## config.mk

```make
export PLATFORM = sky130hd
export DESIGN_NAME = remote_frame_button_classifier_core
export DESIGN_NICKNAME = d
export VERILOG_FILES = /design/src/sv/rfbc_pkg.sv /design/src/sv/remote_frame_button_classifier_core.sv
export SDC_FILE = /design/constraint.sdc
export NUM_CORES = 1
export LEC_CHECK = 0
export BUFFER_PORTS_ARGS = -buffer_cell sky130_fd_sc_hd__buf_2
export CORE_ASPECT_RATIO = 1.75
export CORE_MARGIN = 2
export CORE_UTILIZATION = 50
export DETAILED_ROUTE_END_ITERATION = 16
export PLACE_DENSITY = 0.67
export RECOVER_POWER = 25
export SLEW_MARGIN = 20
export SYNTH_ARGS = -nofsm -noshare
export SYNTH_HDL_FRONTEND = slang
export SYNTH_SLANG_ARGS = --single-unit
export TNS_END_PERCENT = 50
```

## constraint.sdc

```tcl
create_clock -name clock -period 13.85 [get_ports clock]
set_input_delay 1.385 -clock clock [delete_from_list [all_inputs] [get_ports clock]]
set_output_delay 1.385 -clock clock [all_outputs]
set_load 0.1 [all_outputs]
```

## src/sv/rfbc_pkg.sv

```systemverilog
`default_nettype none
// ----------------------------------------------------------------------------
// Remote frame button classifier package
// Shared constants for the remote frame button classifier core.
// ----------------------------------------------------------------------------
package rfbc_pkg;

   localparam int FRAME_LENGTH = 8;
   localparam int NUM_BUTTONS  = 8;

   localparam int BYTE_W   = 8;
   localparam int COUNT_W  = 4;
   localparam int TIME_W   = 16;
   localparam int SERIAL_W = 24;
   localparam int CSR_W    = 24;
   localparam int RSP_W    = 48;

   localparam logic [BYTE_W-1:0] BYTE_LF = 8'h0a;
   localparam logic [BYTE_W-1:0] BYTE_CR = 8'h0d;

   localparam logic [COUNT_W-1:0] FRAME_FULL = COUNT_W'(FRAME_LENGTH);

   localparam logic [BYTE_W-1:0] BUTTON_MASK = BYTE_W'((1 << NUM_BUTTONS) - 1);

   localparam logic CMD_BYTE = 1'b0;
   localparam logic CMD_TICK = 1'b1;

   localparam logic REG_SERIAL_NUMBER    = 1'b0;
   localparam logic REG_LONG_PRESS_TICKS = 1'b1;

   localparam logic [SERIAL_W-1:0] SERIAL_RESET = 24'd7649;
   localparam logic [TIME_W-1:0]   LONG_RESET   = 16'd10000;

endpackage

`default_nettype wire

```

## src/sv/remote_frame_button_classifier_core.sv

```systemverilog
`default_nettype none
// ----------------------------------------------------------------------------
// Remote frame button classifier core
// Gathers radio UART bytes into frames, reports button changes with link
// bytes and short presses, and counts timer ticks to flag long presses.
// ----------------------------------------------------------------------------
//  Channel | Direction | Contents
//  req_    | in        | tdata = rx_byte[7:0], tuser = command (1 = tick)
//  rsp_    | out       | tdata = buttons, tx_voltage, link_state,
//          |           |   signal_strength, short_presses, long_presses
//          |           | tuser = report_valid
//  csr_    | in        | index 0 = serial_number, 1 = long_press_ticks
//
// Each transfer is handled combinationally and its result, if any, is shown
// in the next cycle from the output register; one transfer is taken per cycle
// unless a result is stalled. The single output register sets the rate: a new
// transfer is taken while it is empty or its result is taken in the same cycle.
// Reset is synchronous and clears the frame count, button state and time.
// A stalled result holds its data and blocks only new transfers.
// ----------------------------------------------------------------------------
module remote_frame_button_classifier_core (
   input  wire logic                        clock,
   input  wire logic                        reset,
   input  wire logic                        req_tvalid,
   output      logic                        req_tready,
   input  wire logic [7:0]                  req_tdata,  // rx_byte[7:0]
   input  wire logic                        req_tuser,  // command[0]
   output      logic                        rsp_tvalid,
   input  wire logic                        rsp_tready,
   // buttons[7:0], tx_voltage[15:8], link_state[23:16],
   // signal_strength[31:24], short_presses[39:32], long_presses[47:40]
   output      logic [rfbc_pkg::RSP_W-1:0]  rsp_tdata,
   output      logic                        rsp_tuser,  // report_valid[0]
   input  wire logic                        csr_we,
   input  wire logic                        csr_addr,
   input  wire logic [rfbc_pkg::CSR_W-1:0]  csr_wdata
);

   typedef logic [rfbc_pkg::BYTE_W-1:0] byte_type;
   typedef logic [rfbc_pkg::TIME_W-1:0] time_type;

   logic [rfbc_pkg::SERIAL_W-1:0] serial_ff;
   time_type                      long_ff;

   logic [rfbc_pkg::COUNT_W-1:0]  count_ff, count_in;
   byte_type                      frame_ff [rfbc_pkg::FRAME_LENGTH];
   byte_type                      prev_ff, prev_in;
   byte_type                      held_ff, held_in;
   time_type                      start_ff [rfbc_pkg::NUM_BUTTONS];
   byte_type                      start_we;
   time_type                      time_ff, time_in;

   logic                          rsp_valid_ff, rsp_valid_in;
   logic [rfbc_pkg::RSP_W-1:0]    rsp_data_ff, rsp_data_in;
   logic                          rsp_user_ff, rsp_user_in;

   logic                          accept;
   logic                          store_byte;
   logic                          has_result;
   byte_type                      btn;
   byte_type                      rises;
   byte_type                      falls;
   byte_type                      shrt;
   byte_type                      lng;
   time_type                      elapsed [rfbc_pkg::NUM_BUTTONS];

   assign req_tready = !rsp_valid_ff || rsp_tready;
   assign accept     = req_tvalid && req_tready;
   assign rsp_tvalid = rsp_valid_ff;
   assign rsp_tdata  = rsp_data_ff;
   assign rsp_tuser  = rsp_user_ff;

   assign btn   = frame_ff[3];
   assign rises = btn & ~prev_ff & rfbc_pkg::BUTTON_MASK;
   assign falls = prev_ff & ~btn & rfbc_pkg::BUTTON_MASK;
   assign shrt  = falls & held_ff;

   always_comb begin
      time_in = time_ff + time_type'(1);
      lng     = '0;
      for (int i = 0; i < rfbc_pkg::NUM_BUTTONS; i++) begin
         elapsed[i] = time_in - start_ff[i];
         lng[i]     = held_ff[i] && (elapsed[i] > long_ff);
      end
   end

   always_comb begin
      count_in    = count_ff;
      prev_in     = prev_ff;
      held_in     = held_ff;
      start_we    = '0;
      store_byte  = 1'b0;
      has_result  = 1'b0;
      rsp_data_in = '0;
      rsp_user_in = 1'b0;
      if (req_tuser == rfbc_pkg::CMD_TICK) begin
         held_in     = held_ff & ~lng;
         has_result  = (lng != '0);
         rsp_data_in = {lng, 40'd0};
      end else if (req_tdata == rfbc_pkg::BYTE_LF) begin
         count_in = count_ff;
      end else if (req_tdata == rfbc_pkg::BYTE_CR) begin
         count_in = '0;
         if (count_ff == rfbc_pkg::FRAME_FULL &&
             {frame_ff[2], frame_ff[1], frame_ff[0]} == serial_ff &&
             btn != prev_ff) begin
            start_we    = rises & ~held_ff;
            held_in     = (held_ff | rises) & ~shrt;
            prev_in     = btn;
            has_result  = 1'b1;
            rsp_user_in = 1'b1;
            rsp_data_in = {8'd0, shrt, frame_ff[7], frame_ff[6], frame_ff[5], btn};
         end
      end else if (count_ff >= rfbc_pkg::FRAME_FULL) begin
         count_in = '0;
      end else begin
         store_byte = 1'b1;
         count_in   = count_ff + rfbc_pkg::COUNT_W'(1);
      end
   end

   always_comb begin
      rsp_valid_in = rsp_valid_ff;
      if (accept) begin
         rsp_valid_in = has_result;
      end else if (rsp_tready) begin
         rsp_valid_in = 1'b0;
      end
   end

   always_ff @(posedge clock) begin
      if (reset) begin
         serial_ff    <= rfbc_pkg::SERIAL_RESET;
         long_ff      <= rfbc_pkg::LONG_RESET;
         count_ff     <= '0;
         prev_ff      <= '0;
         held_ff      <= '0;
         time_ff      <= '0;
         rsp_valid_ff <= 1'b0;
      end else begin
         if (csr_we) begin
            case (csr_addr)
               rfbc_pkg::REG_SERIAL_NUMBER: begin
                  serial_ff <= csr_wdata;
               end
               rfbc_pkg::REG_LONG_PRESS_TICKS: begin
                  long_ff <= csr_wdata[rfbc_pkg::TIME_W-1:0];
               end
               default: begin
                  serial_ff <= serial_ff;
               end
            endcase
         end
         rsp_valid_ff <= rsp_valid_in;
         if (accept) begin
            count_ff <= count_in;
            prev_ff  <= prev_in;
            held_ff  <= held_in;
            if (req_tuser == rfbc_pkg::CMD_TICK) begin
               time_ff <= time_in;
            end
         end
      end
   end

   always_ff @(posedge clock) begin
      if (accept && store_byte) begin
         frame_ff[count_ff[2:0]] <= req_tdata;
      end
      for (int i = 0; i < rfbc_pkg::NUM_BUTTONS; i++) begin
         if (accept && start_we[i]) begin
            start_ff[i] <= time_ff;
         end
      end
      if (accept && has_result) begin
         rsp_data_ff <= rsp_data_in;
         rsp_user_ff <= rsp_user_in;
      end
   end

   a_report_no_long: assert property (@(posedge clock) disable iff (reset)
      rsp_valid_ff && rsp_user_ff |-> rsp_data_ff[47:40] == 8'd0)
      else $error("frame report carries long presses");

   a_tick_only_long: assert property (@(posedge clock) disable iff (reset)
      rsp_valid_ff && !rsp_user_ff |->
         rsp_data_ff[47:40] != 8'd0 && rsp_data_ff[39:0] == 40'd0)
      else $error("tick result malformed");

   a_short_released: assert property (@(posedge clock) disable iff (reset)
      rsp_valid_ff && rsp_user_ff |-> (rsp_data_ff[39:32] & rsp_data_ff[7:0]) == 8'd0)
      else $error("short press on a button still pressed");

   a_count_range: assert property (@(posedge clock) disable iff (reset)
      count_ff <= rfbc_pkg::FRAME_FULL)
      else $error("frame byte count out of range");

   a_held_mask: assert property (@(posedge clock) disable iff (reset)
      (held_ff & ~rfbc_pkg::BUTTON_MASK) == 8'd0)
      else $error("held flag beyond button count");

endmodule

`default_nettype wire

```

==> reports/qor.yml, run 1 <==
synth_compound_area_share_pct: 12.0
synth_async_sr_flop_share_pct: 0
synthTopCellsByCount: "ha_1 (267), edfxtp_1 (233), inv_1 (191), nand2_1 (152), a21oi_1 (136)"
worst-path-max-fanout: 49
via_per_inst: 5.75
hp-class: "reg -> reg"
combPwrFrac_pct: 6.1
std_cell_rows: 95
drtIter0Drc: 712
synth_area_leaders: "edfxtp_1 (36%), ha_1 (17%), dfxtp_1 (7.9%)"
num_io_pins: 90
tritoncts: "yes"
synth_fa_ha_area_share_pct: 18.0
met2_length_mm: 28.9
synth_top_area_share_pct: 35.9
syn_area_per_cell_um2: 10.3
synth_edf_count: 233
power.total_mw: 1.97
syn_nets: 2203
cap_violations: 0
yosysMostFrequentCell: "ha_1"
area_delta_synth_final_pct: 10.7
cts_buffers: 28
slew_headroom_pct: 17.6
path_buf_inv: 0
met3_length_mm: 2.18
cts_root_buf: "clkbuf_16"
power.leakage_nw: 9.67
grt_pass1_vias: 14700
finalMaxSlewViolations: 0
ys_ff_latch: 310
hold-path-endpoint: "long_ff[2]"
ir_worst_vdd_mv: 0.118
grt_max_degree: 60
period_needed_ns: 7.53
gp_congestion: 0.906
cpPeakStageDelay_ns: 0.97
final.setup.tns_ns: 0
coreArea_mm2: 0.0384
swShare_pct: 24.1
final_nets: 2318
path_cells: "ha_1 -> and3_1 -> and3_1 -> and3_1 -> and3_1 -> xor2_1 -> ha_1 -> a21oi_1 -> o21ai_0 -> a311o_1 -> a21oi_1 -> xnor2_1 -> ha_1 -> nand4_1 -> or4_1 -> a21oi_1 -> nor3_1 -> a21oi_1 -> nand2_1 -> a41oi_1 -> or2_4"
drt_pre_antenna_iters: 5
wl_per_cell_um: 21.6
end_kind: "register"
dieArea_mm2: 0.0406
die_h_um: 265
fmax_ghz: 0.133
rrSetupSlack_ns: 6.32
wirelength_mm: 54.3
hold_depth: 2
power.net_switching_mw: 0.474
synth_area_mm2: 0.0195
power_density_mw_per_mm2: 91.2
outcome: "completed"
p_clk_share_pct: 42.8
ctsHoldBuffers: 0
p_int_mw: 1.49
yosysSeqAreaShare_pct: 43.8
min_from: "long_ff[2]"
antennaDiodeCount: 0
timing.rr.end: "rsp_tdata[16]"
portBuffers: 89
rsz0062_at_grt: "no"
cts_max_level: 1
worstPathRequired_ns: 14.06
grt_pass1_wl_mm: 83.9
vias: 14400
gr-usage-all-layers_pct: 26.8
start_util_pct: 50.7
drive_above_1_share_pct: 9.23
synthXorXnorAreaFrac_pct: 7.10
hold_ws_ns: 0.453
cts_resized: 0
drc: 0
synth.lib_cells_used.distinct: 71
synth_ff_type: "edfxtp_1"
hold_viol: 0
synthSimpleGateAreaFrac_pct: 14.3
antenna_left: 0
antenna_found_initial: 0
final_util_pct: 56.2
synth.largest_area_cell: "edfxtp_1"
syn_inst: 1889
synth_warnings: 0
clockBufferDepth: 3
die_w_um: 153
dp_hpwl_mm: 41.8
postCtsSetupBuffers: 0
cts.sinks: 310
m1WireLength_mm: 19.8
cts.clk_slew.worst_paths_ns: 0.07
clock_skew_ns: 0.0203
setup_viol: 0
topRoutingLayerUsed: "met4"
worstSetupPathType: "reg -> reg"
path_delay_family: "simple AND/OR/NAND/NOR gates"
reg2reg_depth: 21
r2r_start: "time_ff[0]"
crit_slowest_cell: "xor2_1"
cp.arrival_ns: 7.74
power_frac_seq_pct: 51.0
finalCritPeriodShare_pct: 54.4
worstSetupStartpointType: "register"
clk_latency_ns: 0.58
synth.mux.area_fraction_pct: 0.411
overflow: 0
tightest_slew_ns: 1.23
synth_top_family_by_area: "adder cells"
-- layout by cell type, fill, tap and decap left out, drive strengths merged, types with 28 or more instances in the layout --
cell | synthesis | final
nor3 | 52 | 52
nor2b | 36 | 36
a21o | 39 | 39
inv | 192 | 197
dfxtp | 77 | 77
buf | 5 | 104
a21oi | 136 | 136
clkbuf | 20 | 41
ha | 267 | 267
edfxtp | 233 | 233
and2 | 32 | 32
nand2 | 152 | 152
xnor2 | 117 | 117
nand4 | 35 | 35
nand3 | 44 | 44
nor2 | 118 | 118
o21ai | 46 | 46
xor2 | 40 | 40
and3 | 28 | 28
-- worst max-delay path by stage --
stage,startpoint,endpoint,slack [ns],cells after the start
after floorplan,time_ff[0],rsp_tdata[0],7.79,22
after global routing,time_ff[0],rsp_tdata[18],5.91,22
final,time_ff[0],rsp_tdata[16],6.32,21
after detailed placement,time_ff[0],rsp_tdata[16],6.10,21
after global placement,time_ff[0],rsp_tdata[42],6.31,19
after CTS,time_ff[0],rsp_tdata[31],6.04,21
-- cells by family (layout without fill, tap and decap cells) --
| kind of cell | after synthesis | in the layout |
|---|---|---|
| compound gates | 362 | 362 |
| xor+xnor | 157 | 157 |
| fa+ha+maj | 275 | 275 |
| buf+inv | 219 | 356 |
| flops | 310 | 310 |
| mux | 8 | 8 |
| simple gates | 558 | 558 |
-- sequential cells by signal, indices dropped and copies added, names as in the netlist --
register    cells
start_ff      128
held_ff         8
time_ff        16
rsp_tuser       1
serial_ff      24
rsp_tvalid      1
prev_ff         8
rsp_tdata      48
long_ff        16
frame_ff       56
count_ff        4
-- power groups by stage --
stage          logic, mW  registers (mW)  clock network [mW]
5_1_grt            0.136            1.00               0.879
4_1_cts            0.121            1.00               0.850
6_report           0.121            1.00               0.843
3_5_place_dp       0.121            1.02                   0
3_3_place_gp       0.116            1.02                   0
2_1_floorplan     0.0766            1.02                   0
-- per-layer routing --
| layer | global-route usage, % | vias to the layer above |
|---|---|---|
| met3 | 2.80 | 160 |
| li1 | - | 6999 |
| met5 | 0 | - |
| met1 | 28.3 | 6905 |
| met4 | 14.7 | 0 |
| met2 | 51.5 | 367 |
-- through the flow --
stage	instances	setup WS [ns]	area [um^2]
finish	2511	6.32	21600
global placement	2459	6.31	20600
global route	2511	5.91	21600
detailed placement	2459	6.10	20600
CTS	2511	6.04	21600
floorplan	1889	7.79	19500
-- worst register-to-register path, cell delays in order, from the launching register on --
cell and delay, ns:
dfxtp_1 0.83, ha_1 0.33, and3_1 0.22, and3_1 0.23, and3_1 0.23, and3_1 0.24
xor2_1 0.97, ha_1 0.44, a21oi_1 0.25, o21ai_0 0.14, a311o_1 0.33, a21oi_1 0.18
xnor2_1 0.09, ha_1 0.29, nand4_1 0.15, or4_1 0.59, a21oi_1 0.16, nor3_1 0.07
a21oi_1 0.36, nand2_1 0.16, a41oi_1 0.23, or2_4 0.64
-- cell type report --
cell class,count,area [um^2]
clock buffers,34,786
clock inverters,18,199
fillers,3298,16800
inverters,193,724
multi-input cells,1360,10100
flip-flops and latches,310,8540
well taps,485,607
repair buffers,111,597
(Power assumes the default switching activity.)
==> run 2, diff against run 1 <==
--- a/config.mk
+++ b/config.mk
@@ -10,7 +10,7 @@
 export CORE_MARGIN = 2
 export CORE_UTILIZATION = 50
 export DETAILED_ROUTE_END_ITERATION = 16
-export PLACE_DENSITY = 0.67
+export PLACE_DENSITY = 0.7
 export RECOVER_POWER = 25
 export SLEW_MARGIN = 20
 export SYNTH_ARGS = -nofsm -noshare
==> constraint.sdc (replaced) <==
create_clock -name clock -period 6.65 [get_ports clock]
set_input_delay 0.665 -clock clock [delete_from_list [all_inputs] [get_ports clock]]
set_output_delay 0.665 -clock clock [all_outputs]
set_load 0.1 [all_outputs]
==> run 2 against run 1 <==
  * Flip-flop and latch count unchanged
  * Sequential power up 110%
  * Power up 100%
  * Count of clock-buffer cells in the layout unchanged
  * Non-clock buffer count up 25
  * Maximum frequency up 19%
  * Clock skew down 0.0037 ns
  * Critical path type unchanged
  * Largest cell class unchanged
==> reports/qor.yml, run 2 (synthesis gave the netlist of run 1 again) <==
outcome: "completed"
cts_max_level: 1
hp-class: "in -> reg"
drt_pre_antenna_iters: 5
antenna_found_initial: 0
drive_above_1_share_pct: 9.91
p_int_mw: 3.06
cts_buffers: 27
coreArea_mm2: 0.0384
mostFrequentLayoutCells: "ha_1 (267), edfxtp_1 (233), inv_1 (191), nand2_1 (152), a21oi_1 (135)"
setup_ws_ns: 0.309
timing.rr.end: "rsp_tdata[6]"
end_kind: "register"
cap_violations: 0
finalMaxSlewViolations: 0
wl_per_cell_um: 22.0
period_needed_ns: 6.34
post-place-cells: 2484
dieArea_mm2: 0.0406
antenna_left: 0
swShare_pct: 23.2
slew_headroom_pct: 32.8
layout_commonest_cell: "ha_1"
fmax_ghz: 0.158
grt_pass1_vias: 15600
power.net_switching_mw: 0.925
rsz0062_at_grt: "no"
final.setup.tns_ns: 0
drc: 0
worstSetupStartpointType: "register"
wirelength_mm: 55.8
die_h_um: 265
finalCritPeriodShare_pct: 95.3
grt_pass1_wl_mm: 83.7
hold_viol: 0
worstPathRequired_ns: 6.91
r2r_start: "time_ff[1]"
setup_viol: 0
antennaDiodeCount: 0
overflow: 0
combPwrFrac_pct: 6.6
hold_depth: 3
clk_latency_ns: 0.56
place_ws_ns: 0.251
final_util_pct: 56.5
gp_congestion: 0.970
worst-path-max-fanout: 27
reg2reg_depth: 24
cts.clk_slew.worst_paths_ns: 0.08
gr-usage-all-layers_pct: 27.0
dp_hpwl_mm: 44.1
via_per_inst: 5.84
tightest_slew_ns: 1.00
hold-path-endpoint: "serial_ff[0]"
num_io_pins: 90
power_density_mw_per_mm2: 184
met2_usage_pct: 54.1
cts_root_buf: "clkbuf_16"
min_from: "csr_wdata[0]"
cp.arrival_ns: 6.60
rrSetupSlack_ns: 0.31
largest_register_ffs: 128
final_cells: 2533
drtIter0Drc: 699
cts.sinks: 310
tritoncts: "yes"
final_nets: 2342
top_register: "start_ff"
die_w_um: 153
worstSetupPathType: "reg -> reg"
clock_skew_ns: 0.0166
ir_worst_vdd_mv: 0.273
groute.layer.met3.usage_pct: 2.46
start_util_pct: 50.7
top_usage_layer: "met2"
power_frac_seq_pct: 52.4
p_clk_share_pct: 41.0
area_delta_synth_final_pct: 11.3
clockBufferDepth: 3
std_cell_rows: 95
vias: 14800
power.leakage_nw: 9.95
grt_max_degree: 59
gr-usage-met1_pct: 23.7
portBuffers: 89
hold_ws_ns: 0.341
[run 2: repair_timing]
| item | in CTS | in global routing |
|---|---|---|
| hold buffers | 0 | 0 |
| endpoints found under the hold margin | 0 | 0 |
| setup endpoints to repair | 0 | 49 |
| resized for setup | 0 | 7 |
| buffers inserted | 0 | 0 |
[run 2: how the worst max path moves through the flow]
stage                    start             to  slack (ns)  cells past startpoint
floorplan           time_ff[0]   rsp_tdata[0]        0.59                     22
global placement    time_ff[0]   rsp_tdata[6]        0.30                     20
detailed placement  time_ff[0]  rsp_tdata[37]        0.25                     19
CTS                 time_ff[0]  rsp_tdata[29]        0.20                     19
global route        time_ff[0]  rsp_tdata[13]        0.02                     24
finish              time_ff[1]   rsp_tdata[6]        0.31                     24
[run 2: final cells by class]
type,instances,area [um^2]
Fill cell,3286,16700
Multi-Input combinational cell,1360,10100
Sequential cell,310,8540
Timing Repair Buffer,136,791
Clock buffer,34,753
Inverter,193,724
Tap cell,485,607
Clock inverter,15,151
[run 2: power by group through the flow]
stage	clock [mW]	sequential [mW]	combinational, mW
finish	1.63	2.09	0.262
global route	1.71	2.09	0.291
CTS	1.65	2.09	0.262
detailed placement	0	2.13	0.261
global placement	0	2.13	0.250
floorplan	0	2.13	0.159
[run 2: metal layers]
layer  vias up  part of all wire, %  wire [um]
li1       7034                    -          -
met5         -                    0          0
met3       222                  3.4       1910
met2       472                   55      30900
met1      7072                   32      17700
met4         0                  9.5       5280
[run 2: worst max-delay path: stages, from the launching register on]
cell,delay (ns)
dfxtp_1,0.43
ha_1,0.24
and3_1,0.24
and3_1,0.24
and3_1,0.29
and3_1,0.34
xor2_1,0.13
buf_4,0.19
ha_1,0.34
and4_1,0.30
o211ai_1,0.21
a21boi_0,0.27
o21ai_0,0.15
a21oi_1,0.19
xnor2_1,0.10
ha_1,0.30
nand4_1,0.14
or4_1,0.56
a21oi_1,0.14
nor3_1,0.06
a21oi_1,0.40
nand2_1,0.12
a41oi_1,0.21
or2_2,0.23
buf_12,0.20
[run 2: metrics by stage]
step / total power [mW] / cell area, um^2
after global routing: 4.09 / 21700
after global placement: 2.38 / 20800
final: 3.98 / 21700
after detailed placement: 2.39 / 20800
after CTS: 4.00 / 21700
after floorplan: 2.29 / 19500
